File: src/rtl/cfs_pkg.sv
package cfs_pkg;

   // Fixed byte codes
   localparam logic [7:0] CHAR_CR    = 8'h0D;
   localparam logic [7:0] CHAR_LF    = 8'h0A;
   localparam logic [7:0] CHAR_SPACE = 8'h20;

   // Register reset values
   localparam logic [7:0] QUOTE_RESET = 8'h22;
   localparam logic [7:0] DELIM_RESET = 8'h2C;

   // Register indexes on the csr port
   localparam int unsigned CSR_INDEX_W = 1;
   localparam logic [CSR_INDEX_W-1:0] CSR_QUOTE = 1'b0;
   localparam logic [CSR_INDEX_W-1:0] CSR_DELIM = 1'b1;

   // Item action codes
   localparam logic ACT_BYTE     = 1'b0;
   localparam logic ACT_LINE_END = 1'b1;

   // Tokeniser state carried between words
   typedef struct packed {
      logic       in_quote;
      logic       quoted_field;
      logic       field_open;
      logic [7:0] held_byte;
      logic       held_valid;
   } cfs_state_type;

   // One result word
   typedef struct packed {
      logic [7:0] out_byte;
      logic       byte_valid;
      logic       field_end;
      logic       record_end;
   } cfs_result_type;

   localparam cfs_state_type STATE_RESET = '{
      in_quote:     1'b0,
      quoted_field: 1'b0,
      field_open:   1'b0,
      held_byte:    8'h00,
      held_valid:   1'b0
   };

endpackage

File: src/rtl/cfs_step.sv
module cfs_step (
   input  cfs_pkg::cfs_state_type  state,
   input  logic [7:0]              quote_char,
   input  logic [7:0]              delim_char,
   input  logic                    action,
   input  logic [7:0]              data_byte,
   output cfs_pkg::cfs_state_type  state_next,
   output cfs_pkg::cfs_result_type result,
   output logic                    result_valid
);
   import cfs_pkg::*;

   logic is_quote;
   logic is_delim;
   logic is_crlf;
   logic do_push;
   logic do_close;
   logic close_rec;
   logic [7:0] push_byte;
   logic close_bv;

   // Classify the incoming byte
   assign is_quote = (data_byte == quote_char);
   assign is_delim = (data_byte == delim_char);
   assign is_crlf  = (data_byte == CHAR_CR) || (data_byte == CHAR_LF);

   // Held byte is dropped on close when it is the closing quote of a quoted field
   assign close_bv = state.held_valid &&
                     !(state.quoted_field && (state.held_byte == quote_char));

   // Pick the action for this word
   always_comb begin
      do_push   = 1'b0;
      do_close  = 1'b0;
      close_rec = 1'b0;
      push_byte = data_byte;
      if (action == ACT_LINE_END) begin
         if (state.in_quote) begin
            do_push   = 1'b1;
            push_byte = CHAR_SPACE;
         end else if (state.field_open) begin
            do_close  = 1'b1;
            close_rec = 1'b1;
         end
      end else if (is_quote) begin
         do_push = state.field_open;
      end else if (is_delim && !state.in_quote) begin
         do_close = 1'b1;
      end else if (!(is_crlf && !state.in_quote)) begin
         do_push = 1'b1;
      end
   end

   // Next state and result
   always_comb begin
      state_next        = state;
      result.out_byte   = 8'h00;
      result.byte_valid = 1'b0;
      result.field_end  = 1'b0;
      result.record_end = 1'b0;
      if (action == ACT_LINE_END && !state.in_quote && !state.field_open) begin
         // blank line or line end after a delimiter
         state_next.quoted_field = 1'b0;
         result.record_end       = 1'b1;
      end
      if (action == ACT_BYTE && is_quote) begin
         state_next.in_quote = !state.in_quote;
         if (!state.field_open) begin
            state_next.field_open   = 1'b1;
            state_next.quoted_field = 1'b1;
         end
      end
      if (do_push) begin
         result.byte_valid     = state.held_valid;
         result.out_byte       = state.held_valid ? state.held_byte : 8'h00;
         state_next.held_byte  = push_byte;
         state_next.held_valid = 1'b1;
         state_next.field_open = 1'b1;
      end
      if (do_close) begin
         result.byte_valid = close_bv;
         result.out_byte   = close_bv ? state.held_byte : 8'h00;
         result.field_end  = 1'b1;
         result.record_end = close_rec;
         state_next        = STATE_RESET;
      end
   end

   assign result_valid = result.byte_valid || result.field_end || result.record_end;

endmodule

File: src/rtl/cfs_out_buf.sv
module cfs_out_buf (
   input  logic                    clock,
   input  logic                    reset,
   input  logic                    push,
   input  cfs_pkg::cfs_result_type push_word,
   output logic                    can_push,
   output logic                    out_valid,
   input  logic                    out_ready,
   output cfs_pkg::cfs_result_type out_word
);
   import cfs_pkg::*;

   logic           main_valid_ff, main_valid_in;
   logic           skid_valid_ff, skid_valid_in;
   cfs_result_type main_word_ff, main_word_in;
   cfs_result_type skid_word_ff, skid_word_in;
   logic           pop;

   assign pop       = main_valid_ff && out_ready;
   assign can_push  = !skid_valid_ff;
   assign out_valid = main_valid_ff;
   assign out_word  = main_word_ff;

   // Advance the two-word output stage
   always_comb begin
      main_valid_in = main_valid_ff;
      skid_valid_in = skid_valid_ff;
      main_word_in  = main_word_ff;
      skid_word_in  = skid_word_ff;
      if (skid_valid_ff) begin
         if (pop) begin
            main_word_in  = skid_word_ff;
            skid_valid_in = 1'b0;
         end
      end else if (!main_valid_ff || pop) begin
         main_valid_in = push;
         main_word_in  = push_word;
      end else if (push) begin
         skid_valid_in = 1'b1;
         skid_word_in  = push_word;
      end
   end

   always_ff @(posedge clock) begin
      if (reset) begin
         main_valid_ff <= 1'b0;
         skid_valid_ff <= 1'b0;
      end else begin
         main_valid_ff <= main_valid_in;
         skid_valid_ff <= skid_valid_in;
      end
      main_word_ff <= main_word_in;
      skid_word_ff <= skid_word_in;
   end

endmodule

File: src/rtl/csv_field_splitter_top.sv
// Channel | Dir | Ports             | Word
// req     | in  | req_t*            | tdata: data_byte; tuser: action
// rsp     | out | rsp_t*            | tdata: out_byte; tuser: byte_valid, field_end;
//         |     |                   | tlast: record_end
// csr     | in  | csr_we/index/wdata| 0 quote_char, 1 delim_char
//
// One input word per cycle while req_tready is high; the tokeniser state updates
// in the cycle the word is taken; its result word (if any) is registered onto rsp.
// A two-word output stage keeps req_tready high while one result waits on rsp;
// req_tready drops only when both output words are occupied.
// Synchronous reset clears the tokeniser state, the output stage and restores
// the quote (0x22) and delimiter (0x2C) bytes.
module csv_field_splitter_top (
   input  logic       clock,
   input  logic       reset,
   input  logic       req_tvalid,
   output logic       req_tready,
   input  logic [7:0] req_tdata,   // [7:0] data_byte
   input  logic       req_tuser,   // [0] action
   output logic       rsp_tvalid,
   input  logic       rsp_tready,
   output logic [7:0] rsp_tdata,   // [7:0] out_byte
   output logic [1:0] rsp_tuser,   // [0] byte_valid, [1] field_end
   output logic       rsp_tlast,   // record_end
   input  logic       csr_we,
   input  logic [cfs_pkg::CSR_INDEX_W-1:0] csr_index,
   input  logic [7:0] csr_wdata
);
   import cfs_pkg::*;

   logic [7:0]     quote_ff;
   logic [7:0]     delim_ff;
   cfs_state_type  state_ff, state_in;
   cfs_state_type  state_next;
   cfs_result_type step_result;
   cfs_result_type rsp_word;
   logic           step_valid;
   logic           accept;

   assign accept = req_tvalid && req_tready;

   // Configuration registers
   always_ff @(posedge clock) begin
      if (reset) begin
         quote_ff <= QUOTE_RESET;
         delim_ff <= DELIM_RESET;
      end else if (csr_we) begin
         case (csr_index)
            CSR_QUOTE: quote_ff <= csr_wdata;
            CSR_DELIM: delim_ff <= csr_wdata;
            default:   ;
         endcase
      end
   end

   cfs_step u_step (
      .state        (state_ff),
      .quote_char   (quote_ff),
      .delim_char   (delim_ff),
      .action       (req_tuser),
      .data_byte    (req_tdata),
      .state_next   (state_next),
      .result       (step_result),
      .result_valid (step_valid)
   );

   // Hold state unless a word is taken
   assign state_in = accept ? state_next : state_ff;

   always_ff @(posedge clock) begin
      if (reset) begin
         state_ff <= STATE_RESET;
      end else begin
         state_ff <= state_in;
      end
   end

   cfs_out_buf u_out_buf (
      .clock     (clock),
      .reset     (reset),
      .push      (accept && step_valid),
      .push_word (step_result),
      .can_push  (req_tready),
      .out_valid (rsp_tvalid),
      .out_ready (rsp_tready),
      .out_word  (rsp_word)
   );

   assign rsp_tdata    = rsp_word.out_byte;
   assign rsp_tuser[0] = rsp_word.byte_valid;
   assign rsp_tuser[1] = rsp_word.field_end;
   assign rsp_tlast    = rsp_word.record_end;

endmodule

File: config.mk
export PLATFORM = sky130hd
export DESIGN_NAME = csv_field_splitter_top
export DESIGN_NICKNAME = d
export VERILOG_FILES = /design/src/rtl/cfs_pkg.sv /design/src/rtl/cfs_step.sv /design/src/rtl/cfs_out_buf.sv /design/src/rtl/csv_field_splitter_top.sv
export SDC_FILE = /design/constraint.sdc
export NUM_CORES = 1
export LEC_CHECK = 0
export BUFFER_PORTS_ARGS = -buffer_cell sky130_fd_sc_hd__buf_2
export CAP_MARGIN = 20
export CORE_AREA = 4 4 75 77
export DETAILED_ROUTE_END_ITERATION = 8
export DIE_AREA = 0 0 79 81
export GPL_TIMING_DRIVEN = 0
export PLACE_DENSITY = 0.84
export SYNTH_ARGS = -nofsm -noshare
export SYNTH_HDL_FRONTEND = slang
export SYNTH_SLANG_ARGS = --single-unit
File: constraint.sdc
create_clock -name clock -period 3 [get_ports clock]
set_input_delay 0.15 -clock clock [delete_from_list [all_inputs] [get_ports clock]]
set_output_delay 0.15 -clock clock [all_outputs]
set_load 0.03 [all_outputs]
== Yosys cells after proc, flatten, opt, wreduce, memory -nomap -nowiden ==
Index checks and enable logic that the tools add are counted.
Storage, ports and cells
  register bits after elaboration: 52
  bits of input ports: 23
  output and inout bits: 13
  word-level logic and storage cells: 88
Cells by class
  eq/ne operators: 6
  muxes and demuxes: 30
  bitwise logic cells: 4
  reductions and logical operators: 31
Operators with widths (count)
  11-bit two-way mux: 4
  8-bit two-way mux: 4
  8-bit == test: 3
  1-bit two-way mux: 17
  8-bit by 4-bit == test with 1-bit output (second input constant): 2
  2-bit AND reduction: 7
  12-bit two-way mux: 1
  1-bit logical AND: 10
  10-bit two-way mux: 1
  9-bit two-way mux: 1
  2-bit nonzero test: 3
  1-bit logical NOT: 5
  1-bit logical OR: 4
  1-bit inverter: 4
  3-bit two-way mux: 1
  3-bit AND reduction: 1
  3-bit nonzero test: 1
  2-bit two-way mux: 1
  2-bit inequality test (second input constant): 1

== Depth between registers and ports, before layout ==
Gate-level depths: netlist of the first run.
  depth after elaboration: 15
  mapped depth: 8

== Modules after synthesis ==
Synthesis of the first run repeated with hierarchy kept, for this count alone.
Unflattened totals
  cells, all modules: 276
  area, all modules: 3069.2 um2
By module, submodules not included
  csv_field_splitter_top: instances 1, cells an instance 123, area each 1286.2 um2, sequential area each 560.5 um2
  cfs_out_buf: instances 1, cells an instance 47, area each 947.2 um2, sequential area each 700.7 um2
  cfs_step: instances 1, cells an instance 106, area each 835.8 um2, sequential area each 0.0 um2

== Worst setup path after synthesis of the first run ==
No wires, ideal clock.
  kind: reg2reg
  from: reg delim_ff[0]
  to: reg u_out_buf.skid_word_ff[0] (netlist bit) (enable)
  setup time: 408 ps
  data arrival time: 2775 ps
  data required time: 2592 ps
  setup slack: -183 ps
  stages on the path, launching flop included: 7
  path buffers: 0
  cells stage by stage: dfxtp_1 -> xnor2_1 -> nand3_1 -> or4_4 -> o31ai_1 -> a21oi_1 -> nor4bb_1
Between the ends
  cells in the longest elaborated chain, start to end: 11
  elaborated cells between the ends (all ways): 14
  classes of those cells: 1 x eq/ne; 8 x mux; 5 x reduce/logical
RTL lines
  from (decl): RTL line csv_field_splitter_top.sv:32  | logic [7:0] delim_ff;
  from (signal assigned): RTL line csv_field_splitter_top.sv:50  | CSR_DELIM: delim_ff <= csr_wdata;
  8-bit == test (*): RTL line cfs_step.sv:24  | assign is_delim = (data_byte == delim_char);
  1-bit logical AND (*): RTL line cfs_step.sv:47  | end else if (is_delim && !state.in_quote) begin
  1-bit two-way mux: RTL line cfs_step.sv:47
  1-bit two-way mux: RTL line cfs_step.sv:45  | end else if (is_quote) begin
  1-bit two-way mux: RTL line cfs_step.sv:37  | if (action == ACT_LINE_END) begin
  9-bit two-way mux: RTL line cfs_step.sv:73  | if (do_push) begin
  11-bit two-way mux (*): RTL line cfs_step.sv:80  | if (do_close) begin
  1-bit logical OR: RTL line cfs_step.sv:89  | assign result_valid = result.byte_valid || result.field_end || result.record_end;
  1-bit logical OR (*): RTL line cfs_step.sv:89
  1-bit logical AND (*): RTL line csv_field_splitter_top.sv:81  | .push (accept && step_valid),
  3-bit AND reduction (no line) (*)
  to (signal assigned): RTL line cfs_out_buf.sv:53  | skid_word_ff <= skid_word_in;
  to (decl): RTL line cfs_out_buf.sv:16  | cfs_result_type skid_word_ff, skid_word_in;
Mark *: on every way between the ends. The rest lies on a longest branch, timed or not.
A chain may end at the register's enable or synchronous reset.

== Final worst setup path of the first run ==
  from: reg delim_ff[0]
  to: reg u_out_buf.skid_word_ff[9] (netlist bit) (enable)
Same word-level chain as after synthesis.

==> summary.txt, run 1 <==
Pwr
  – Total leakage power: 1.09 nW
  – Power Density: 490 nW/µm²
  – Total power: 1.38 mW
  – VDD IR max: 0.000377 V

Cells and area
  – Ratio of cells with drive above 1 in the final layout: between 10% and 20%
  – # fillers: 482
  – Final #Nets: 316
  – Non-Filler Instances: 364
  – Final core occ: 56.1%
  – Synth-to-layout area growth: 14.5%
  – Fin area: 2810 µm²
  – Diode count: 0

Synthesis
  – Count leader, synth: nand2_1
  – Synth area leaders: edfxtp_1 27%, dfxtp_1 24%, nand2_1 7.2%, xnor2_1 5.7%, a21oi_1 4.9%
  – Top-area cell type share of the netlist area: 26.9%
  – Top post-synthesis cells by count: 47 x nand2_1, 30 x dfxtp_1, 24 x a21oi_1
  – Synth area leader: edfxtp_1
  – Synth Flop Type: dfxtp_1
  – Synth warn: 0
  – Number of synthesized flops with an enable pin: 22
  – Sequential area share after synthesis: 51.3%
  – Yosys cell types: 40
  – Syn Area/Cell: ~10 µm²
  – Cell area after synthesis: approximately 2500 µm²
  – Asr flop ratio synth: 0%
  – Syn Inst Count: approximately 250
  – Syn Nets: 274
  – #FFs+latches synth: 52

Timing
  – Min cycle time layout: 2.78 ns
  – Tcrit/Tclk final: just over 90%
  – Final WS setup: 0.217 ns
  – Final slew viol count: 0
  – Worst clock skew: 0.00744 ns
  – RSZ-0062 raised after global routing: no
  – Final number of setup-violating endpoints: 0
  – Slew margin rel.: 35.6%
  – Slew @ Worst Pin: 0.959 ns
  – FMAX: between 0.3 and 0.4 GHz
  – Final Hold Fails: 0

Clock tree
  – Clk pin slew, worst setup/hold paths: 0.09 ns
  – TritonCTS clock tree: done
  – CTS sink cnt: 52
  – Post-cts resize count: 0
  – H-tree depth: 2
  – # Post-CTS Setup Buffers: 0
  – Worst-Skew Late Latency: 0.30 ns
  – CTS Buf Count: 5
  – Root buffer cell: clkbuf_8
  – Hold Buf Count CTS: 0
  – Clk buf depth: 2

Floorplan
  – Die height: 81 µm
  – Die X: 79 µm
  – DIE AREA: roughly 6400 µm²
  – I/O Pins: 36
  – Area of the core: ~5000 µm²
  – Row Count: 26
  – Starting Density: 49.0%

Detailed routing
  – DR pass1 iterations: 4
  – DRC viols: 0
  – Routed Antenna Nets: 0
  – WL/cell: 13.1 µm
  – Vias per cell: 5.19
  – Wire length after detailed routing: about 4800 µm
  – Vias: approximately 1900
  – Initial DRC Count: around 150

Place
  – Area after DPL: 2730 µm²
  – Port Buffer Count: 34
  – Inst Count DP: 356
  – Dpl hpwl: 3700 µm
  – Pre-CTS WS: 0.210 ns
  – Final RePlAce weighted congestion: roughly 0.87

Global routing
  – Pin count of the biggest net entering global routing: 16
  – Total Routing Usage GR: between 15 and 20%
  – Met1 Use GR: between 10% and 20%
  – Busiest grt layer: met2
  – Gr ovfl total: 0
  – GR Layer Usage met3: 4.32%
  – Met2 Use GR: 27.9%
  – Initial antenna violation count: 0
  – Vias in the first global route: 1844
  – First-pass GRT wire length: 8240 µm

Critical path
  – CP arrival: 2.79 ns
  – Setup crit end kind: register
  – Kind of critical path: register to register
  – Worst Path Required: ~3 ns
  – Worst Setup SP: delim_ff[0]
  – Crit-path max FO: 9
  – R2R cell count: 7
  – Worst setup SP type: register
  – Reg-to-reg startpoint: delim_ff[0]

Hold path
  – Hold depth: 3
  – HP Start: csr_wdata[5]
  – Hold Crit Class: primary input to register

Outcome
  – Outcome: finished clean

Job
  – MaxCap Viol Count: 0
==> sequential cells by signal, indices dropped and copies added, names as in the netlist <==
name                     cells
delim_ff                     8
u_out_buf.skid_word_ff      11
quote_ff                     8
u_out_buf.out_word          11
state_ff                    12
u_out_buf.out_valid          1
u_out_buf.skid_valid_ff      1
==> path summary, 6_finish.rpt <==
path | slack (ns) | end
worst min register to register | 0.47 | delim_ff[1]
worst max register to register | 0.22 | u_out_buf.skid_word_ff[9]
worst min-delay path | 0.07 | quote_ff[5]
worst max-delay path | 0.22 | u_out_buf.skid_word_ff[9]
==> per-layer routing <==
layer	vias to the layer above	share of wire, %
met1	850	45
met4	0	1.8
met5	-	0
met2	61	48
li1	967	-
met3	10	5.7
==> final cells by class <==
type / instances / area (µm²) / share of cell area (%)
inverter: 5 / 18.8 / 0.668
timing repair buffer: 35 / 178 / 6.32
sequential: 52 / 1260 / 44.9
clock buffer: 6 / 72.6 / 2.58
multi-input combinational: 182 / 1120 / 39.9
tap: 70 / 87.6 / 3.12
clock inverter: 2 / 11.3 / 0.401
buffer: 12 / 60.1 / 2.14
==> cells in the final DEF (no fill, tap or decap), drive strengths merged, types with 2 or more instances in the layout <==
master / instances
mux2: 2
buf: 39
xor2: 9
nor4: 3
dfxtp: 30
nor3: 3
nand2: 47
nand2b: 3
nand3: 2
inv: 5
nor2: 6
and2: 9
nor2b: 10
a21oi: 24
o21ai: 12
clkbuf: 14
nand3b: 6
a22o: 8
nand4: 4
edfxtp: 22
xnor2: 16
o31ai: 2
==> critical path: stages, from the launching register on <==
cell and delay, ns:
dfxtp_1 0.33, xnor2_1 0.15, nand3_1 0.09, or4_4 0.54, o31ai_1 0.57, a21oi_1 0.11
nor4bb_2 0.44, buf_4 0.26
==> cells by family (layout without fill, tap and decap cells) <==
family,after synthesis,in the layout,share of synthesized area (%)
buffers and inverters,17,60,3.21
AND/OR/NAND/NOR,98,98,20.1
AO/OA/AOI/OAI,57,57,15.5
multiplexers,2,2,0.917
flip-flops,52,52,51.3
XOR/XNOR,25,25,8.91
==> power breakdown <==
| part | internal (mW) | total [mW] | switching (mW) |
|---|---|---|---|
| clock network | 0.162 | 0.381 | 0.219 |
| logic | 0.0779 | 0.201 | 0.123 |
| registers | 0.772 | 0.795 | 0.0223 |
==> per-stage QoR <==
stage | hold slack [ns] | setup TNS, ns
after floorplan | 0.271 | 0
after CTS | 0.0645 | 0
after detailed placement | 0.386 | 0
after global placement | 0.378 | -1.94
after global routing | 0.0725 | 0
final | 0.0745 | 0
No activity file was read; power rests on OpenSTA's default activity.
==> run 2, diff against run 1 <==
--- a/config.mk
+++ b/config.mk
@@ -8,10 +8,12 @@
 export BUFFER_PORTS_ARGS = -buffer_cell sky130_fd_sc_hd__buf_2
 export CAP_MARGIN = 20
 export CORE_AREA = 4 4 75 77
+export CTS_CLUSTER_DIAMETER = 40
 export DETAILED_ROUTE_END_ITERATION = 8
 export DIE_AREA = 0 0 79 81
 export GPL_TIMING_DRIVEN = 0
 export PLACE_DENSITY = 0.84
+export RECOVER_POWER = 25
 export SYNTH_ARGS = -nofsm -noshare
 export SYNTH_HDL_FRONTEND = slang
 export SYNTH_SLANG_ARGS = --single-unit
==> summary.txt, run 2 (synthesis gave the netlist of run 1 again) <==
Timing
  – Min Hold Slack: 0.0758 ns (+0.00128 ns)
  – Min cycle time layout: 2.78 ns (-0.00161 ns)
  – FMAX: 0.360 GHz (about the same)
  – Slew margin rel.: 35.6% (unchanged)
  – Final WS setup: 0.219 ns (+0.00161 ns)
  – Final Hold Fails: 0 (unchanged)
  – RSZ-0062 raised after global routing: no
  – Worst clock skew: 0.00743 ns (-0.0000128 ns)
  – Slew @ Worst Pin: 0.959 ns (+0.000000656 ns)
  – Final slew viol count: 0 (unchanged)
  – Final number of setup-violating endpoints: 0 (unchanged)
  – Tcrit/Tclk final: 92.7% (about the same)

Clock tree
  – Clk pin slew, worst setup/hold paths: 0.09 ns (about the same)
  – Clk buf depth: 2 (unchanged)
  – Hold Buf Count CTS: 0 (unchanged)
  – # Post-CTS Setup Buffers: 0 (unchanged)
  – Worst-Skew Late Latency: 0.30 ns (about the same)
  – TritonCTS clock tree: done
  – Root buffer cell: clkbuf_8
  – H-tree depth: 2 (unchanged)
  – CTS sink cnt: 52 (unchanged)
  – CTS Buf Count: 5 (unchanged)
  – Post-cts resize count: 0 (unchanged)

Cells and area
  – Synth-to-layout area growth: 14.2%
  – Final #Nets: 316 (unchanged)
  – Largest Register: state_ff
  – Ratio of cells with drive above 1 in the final layout: 15.3% (-2.0 points)
  – Largest register FFs: 12 (unchanged)
  – Diode count: 0 (unchanged)
  – Most common cell after layout, fill and taps aside: nand2_1
  – Highest-count cells in the layout ignoring fill and taps: 47 x nand2_1, 30 x dfxtp_1, 28 x buf_2, 24 x a21oi_1, 22 x edfxtp_1

Job
  – MaxCap Viol Count: 0 (unchanged)

Detailed routing
  – DRC viols: 0 (unchanged)
  – Initial DRC Count: 143 (-1.4%)
  – Vias: 1891 (+0.16%)
  – Vias per cell: 5.20 (+0.16%)
  – DR pass1 iterations: 4 (unchanged)
  – Routed Antenna Nets: 0 (unchanged)
  – Wire length after detailed routing: 4790 µm (+0.29%)
  – WL/cell: 13.2 µm (+0.29%)

Critical path
  – Crit-path max FO: 9 (unchanged)
  – Worst stage delay on the critical path: 0.57 ns (about the same)
  – Worst setup SP type: register
  – Kind of critical path: register to register
  – Setup crit end kind: register
  – Worst Path Required: 3.01 ns (about the same)
  – CP arrival: 2.79 ns (about the same)
  – Worst-path cell chain: xnor2_1 > nand3_1 > or4_4 > o31ai_1 > a21oi_1 > nor4bb_2 > buf_4
  – CP max-delay cell: o31ai_1

Global routing
  – Vias in the first global route: 1844 (unchanged)
  – First-pass GRT wire length: 8240 µm (unchanged)
  – Total Routing Usage GR: 16.4% (unchanged)
  – Pin count of the biggest net entering global routing: 16 (unchanged)
  – Gr ovfl total: 0 (unchanged)
  – Initial antenna violation count: 0 (unchanged)

Floorplan
  – Starting Density: 49.0% (unchanged)
  – Area of the core: 5010 µm² (unchanged)
  – Die X: 79 µm (unchanged)
  – Die height: 81 µm (unchanged)
  – Row Count: 26 (unchanged)
  – I/O Pins: 36 (unchanged)
  – DIE AREA: 6400 µm² (unchanged)

Outcome
  – Outcome: finished clean

Pwr
  – Power Density: 490 nW/µm² (+0.16%)
  – Total leakage power: 1.07 nW (-2.0%)
  – VDD IR max: 0.000377 V (about the same)

Place
  – Port Buffer Count: 34 (unchanged)
  – Dpl hpwl: 3700 µm (unchanged)
  – Final RePlAce weighted congestion: 0.866 (unchanged)
  – Pre-CTS WS: 0.210 ns (unchanged)

Hold path
  – Hold Crit Class: primary input to register
run 2: path summary, 6_finish.rpt:
| kind | slack (ns) | depth (start not counted) | to | start |
|---|---|---|---|---|
| worst max-delay path | 0.22 | 7 | u_out_buf.skid_word_ff[9] | delim_ff[0] |
| worst min-delay path | 0.08 | 3 | quote_ff[5] | csr_wdata[5] |
| worst max register to register | 0.22 | 7 | u_out_buf.skid_word_ff[9] | delim_ff[0] |
| worst min register to register | 0.47 | 2 | delim_ff[1] | delim_ff[1] |
run 2: cell type report:
| class | count | area (µm²) |
|---|---|---|
| Buffer | 12 | 60.1 |
| Clock buffer | 6 | 72.6 |
| Clock inverter | 2 | 11.3 |
| Fill cell | 486 | 2210 |
| Inverter | 5 | 18.8 |
| Multi-Input combinational cell | 182 | 1120 |
| Sequential cell | 52 | 1260 |
| Tap cell | 70 | 87.6 |
| Timing Repair Buffer | 35 | 170 |
run 2: routing by layer:
layer,part of all wire [%],GRT usage (%)
met2,47,27.9
met5,0,0
met4,1.8,6.87
met3,5.8,4.32
met1,45,19.7
run 2: worst max-delay path, delay by kind of cell, from the launching register on:
family	cells	cell delay, ns
and+or+nand+nor	3	1.07
AOI/OAI and AO/OA	2	0.68
DFF	1	0.33
buffers and inverters	1	0.26
xor gates and xnor gates	1	0.15
run 2: metrics by stage:
| step | utilization [%] | total power, mW | std cells | TNS, ns | area (µm²) |
|---|---|---|---|---|---|
| after floorplan | - | 0.947 | 251 | 0 | 2460 |
| after global placement | 54.3 | 1.01 | 355 | -1.94 | 2720 |
| after detailed placement | 54.4 | 1.01 | 356 | 0 | 2730 |
| after CTS | 56.1 | 1.39 | 364 | 0 | 2810 |
| after global routing | 56.0 | 1.45 | 364 | 0 | 2800 |
| final | 56.0 | 1.37 | 364 | 0 | 2800 |
run 2: where the power goes:
group / internal, mW / leakage [nW] / switching (mW)
clock network: 0.162 / 0.0388 / 0.219
logic: 0.0759 / 0.545 / 0.123
registers: 0.772 / 0.487 / 0.0225
==> run 3, diff against run 2 <==
--- a/config.mk
+++ b/config.mk
@@ -7,12 +7,12 @@
 export LEC_CHECK = 0
 export BUFFER_PORTS_ARGS = -buffer_cell sky130_fd_sc_hd__buf_2
 export CAP_MARGIN = 20
-export CORE_AREA = 4 4 75 77
+export CORE_AREA = 4 4 55 106
 export CTS_CLUSTER_DIAMETER = 40
 export DETAILED_ROUTE_END_ITERATION = 8
-export DIE_AREA = 0 0 79 81
+export DIE_AREA = 0 0 59 110
 export GPL_TIMING_DRIVEN = 0
-export PLACE_DENSITY = 0.84
+export PLACE_DENSITY = 0.83
 export RECOVER_POWER = 25
 export SYNTH_ARGS = -nofsm -noshare
 export SYNTH_HDL_FRONTEND = slang
==> summary.txt, run 3 (synthesis gave the netlist of run 1 again) <==
Clock tree
  – Hold Buf Count CTS: 0 (unchanged)
  – Post-cts resize count: 0 (unchanged)
  – Worst-Skew Late Latency: 0.30 ns (about the same)
  – CTS sink cnt: 52 (unchanged)
  – TritonCTS clock tree: done
  – H-tree depth: 2 (unchanged)
  – Clk buf depth: 2 (unchanged)
  – Root buffer cell: clkbuf_8
  – Clk pin slew, worst setup/hold paths: 0.09 ns (about the same)
  – CTS Buf Count: 5 (unchanged)
  – # Post-CTS Setup Buffers: 0 (unchanged)

Global routing
  – Gr ovfl total: 0 (unchanged)
  – Met2 Use GR: 33.4% (+5.4 points)
  – Total Routing Usage GR: 17.4% (+0.97 points)
  – GR Layer Usage met3: 2.91% (-1.4 points)
  – Pin count of the biggest net entering global routing: 16 (unchanged)
  – Busiest grt layer: met2
  – Met1 Use GR: 15.8% (-3.9 points)
  – Initial antenna violation count: 0 (unchanged)
  – First-pass GRT wire length: 8580 µm (+4.1%)
  – Vias in the first global route: 2009 (+8.9%)

Cells and area
  – Fin area: 2820 µm² (+0.49%)
  – Non-Filler Instances: 351 (-3.6%)
  – Area of the multi-input gates: 1130 µm² (+0.45%)
  – Largest register FFs: 12 (unchanged)
  – Final #Nets: 316 (unchanged)
  – Most common cell after layout, fill and taps aside: nand2_1
  – Synth-to-layout area growth: 14.7%
  – Highest-count cells in the layout ignoring fill and taps: 47 x nand2_1, 30 x dfxtp_1, 29 x buf_2, 24 x a21oi_1, 22 x edfxtp_1
  – Ratio of cells with drive above 1 in the final layout: 16.3% (+1.0 points)
  – Reg area: 1260 µm² (unchanged)
  – Diode count: 0 (unchanged)
  – # fillers: 465 (-4.3%)
  – Largest Register: state_ff

Critical path
  – CP endpoint: u_out_buf.skid_word_ff[4]
  – Crit-path max FO: 9 (unchanged)
  – R2R setup slack: 0.27 ns (+0.05 ns)
  – CP arrival: 2.75 ns (-0.04 ns)
  – Worst setup SP type: register
  – Worst Setup SP: delim_ff[4]
  – R2R cell count: 7 (unchanged)
  – Setup crit end kind: register
  – Critical R2R Capture: u_out_buf.skid_word_ff[4]
  – Worst Path Required: 3.01 ns (about the same)
  – Reg-to-reg startpoint: delim_ff[4]
  – Kind of critical path: register to register

Timing
  – Final slew viol count: 0 (unchanged)
  – Final number of setup-violating endpoints: 0 (unchanged)
  – Worst clock skew: 0.00461 ns (-0.00282 ns)
  – FMAX: 0.366 GHz (+1.7%)
  – Min cycle time layout: 2.73 ns (-0.0472 ns)
  – Slew margin rel.: 30.2% (-5.4 points)
  – Tcrit/Tclk final: 91.1% (-1.6 points)
  – RSZ-0062 raised after global routing: no
  – Setup TNS Final: 0 ns (unchanged)
  – Final WS setup: 0.266 ns (+0.0472 ns)
  – Slew @ Worst Pin: 1.04 ns (+0.0803 ns)
  – Final Hold Fails: 0 (unchanged)

Pwr
  – Total power: 1.46 mW (+6.4%)
  – Total leakage power: 1.09 nW (+1.9%)
  – Net Sw Frac: 25.0% (-1.5 points)
  – Clock power frac: 31.8% (+4.1 points)
  – Power Density: 519 nW/µm² (+5.9%)
  – Seq pwr share: 54.3% (-3.5 points)
  – VDD IR max: 0.000403 V (+7.1%)
  – Psw: 0.366 mW (+0.50%)
  – Cell Int Power: 1.10 mW (+8.5%)
  – Comb power frac: 13.9% (-0.6 points)

Floorplan
  – DIE AREA: 6490 µm² (+1.4%)
  – I/O Pins: 36 (unchanged)
  – Starting Density: 49.6% (+0.54 points)
  – Die X: 59 µm (-25%)
  – Die height: 110 µm (+36%)
  – Row Count: 36 (+38%)
  – Area of the core: 4950 µm² (-1.1%)

Place
  – Inst Count DP: 343 (-3.7%)
  – Area after DPL: 2710 µm² (-0.60%)
  – Dpl hpwl: 4020 µm (+8.4%)
  – Pre-CTS WS: 0.141 ns (-0.0690 ns)
  – Port Buffer Count: 34 (unchanged)
  – Final RePlAce weighted congestion: 0.856 (-1.2%)

Detailed routing
  – WL/cell: 14.6 µm (+11%)
  – Initial DRC Count: 51 (-64%)
  – Vias: 1901 (+0.53%)
  – DRC viols: 0 (unchanged)
  – Wire length after detailed routing: 5120 µm (+6.9%)
  – Routed Antenna Nets: 0 (unchanged)
  – Vias per cell: 5.42 (+4.3%)
  – DR pass1 iterations: 4 (unchanged)

Outcome
  – Outcome: finished clean

Hold path
  – Hold Crit Class: primary input to register

Job
  – MaxCap Viol Count: 0 (unchanged)
-- run 3: through the flow --
stage | util [%] | hold WS (ns)
6_report | 56.9 | 0.0707
5_1_grt | 56.9 | 0.0710
4_1_cts | 56.9 | 0.0649
3_5_place_dp | 54.7 | 0.378
3_3_place_gp | 54.6 | 0.371
2_1_floorplan | - | 0.271
-- run 3: power groups by stage --
| stage | logic, mW | clock network [mW] | registers, mW |
|---|---|---|---|
| after detailed placement | 0.204 | 0 | 0.812 |
| after global routing | 0.226 | 0.505 | 0.799 |
| final | 0.203 | 0.465 | 0.795 |
| after global placement | 0.199 | 0 | 0.809 |
| after floorplan | 0.108 | 0 | 0.840 |
| after CTS | 0.205 | 0.472 | 0.795 |
-- run 3: routing by layer --
layer	share of wire [%]	up-vias
met3	4.7	17
met2	57	55
met5	0	-
li1	-	963
met4	4.8	0
met1	33	866
-- run 3: area by class of cell --
type	instances	area share [%]
multi-input combinational	182	40.0
buffer	12	2.13
clock inverter	2	1.24
inverter	5	0.666
clock buffer	6	2.58
timing repair buffer	35	6.08
sequential	52	44.8
tap	57	2.53
-- run 3: worst min path at each step --
stage                       startpoint     endpoint  cells past startpoint
after detailed placement  csr_wdata[5]  quote_ff[5]                      3
after global placement    csr_wdata[5]  quote_ff[5]                      3
final                     csr_wdata[5]  quote_ff[5]                      3
after floorplan           csr_wdata[1]  quote_ff[1]                      2
after CTS                 csr_wdata[5]  quote_ff[5]                      3
after global routing      csr_wdata[5]  quote_ff[5]                      3
-- run 3: critical path, stage by stage, from the launching register on --
cell and delay, ns:
dfxtp_1 0.38, xnor2_1 0.14, nand4_1 0.19, or4_4 0.51, o31ai_2 0.43, a21oi_1 0.10, nor4bb_2 0.43, buf_4 0.26
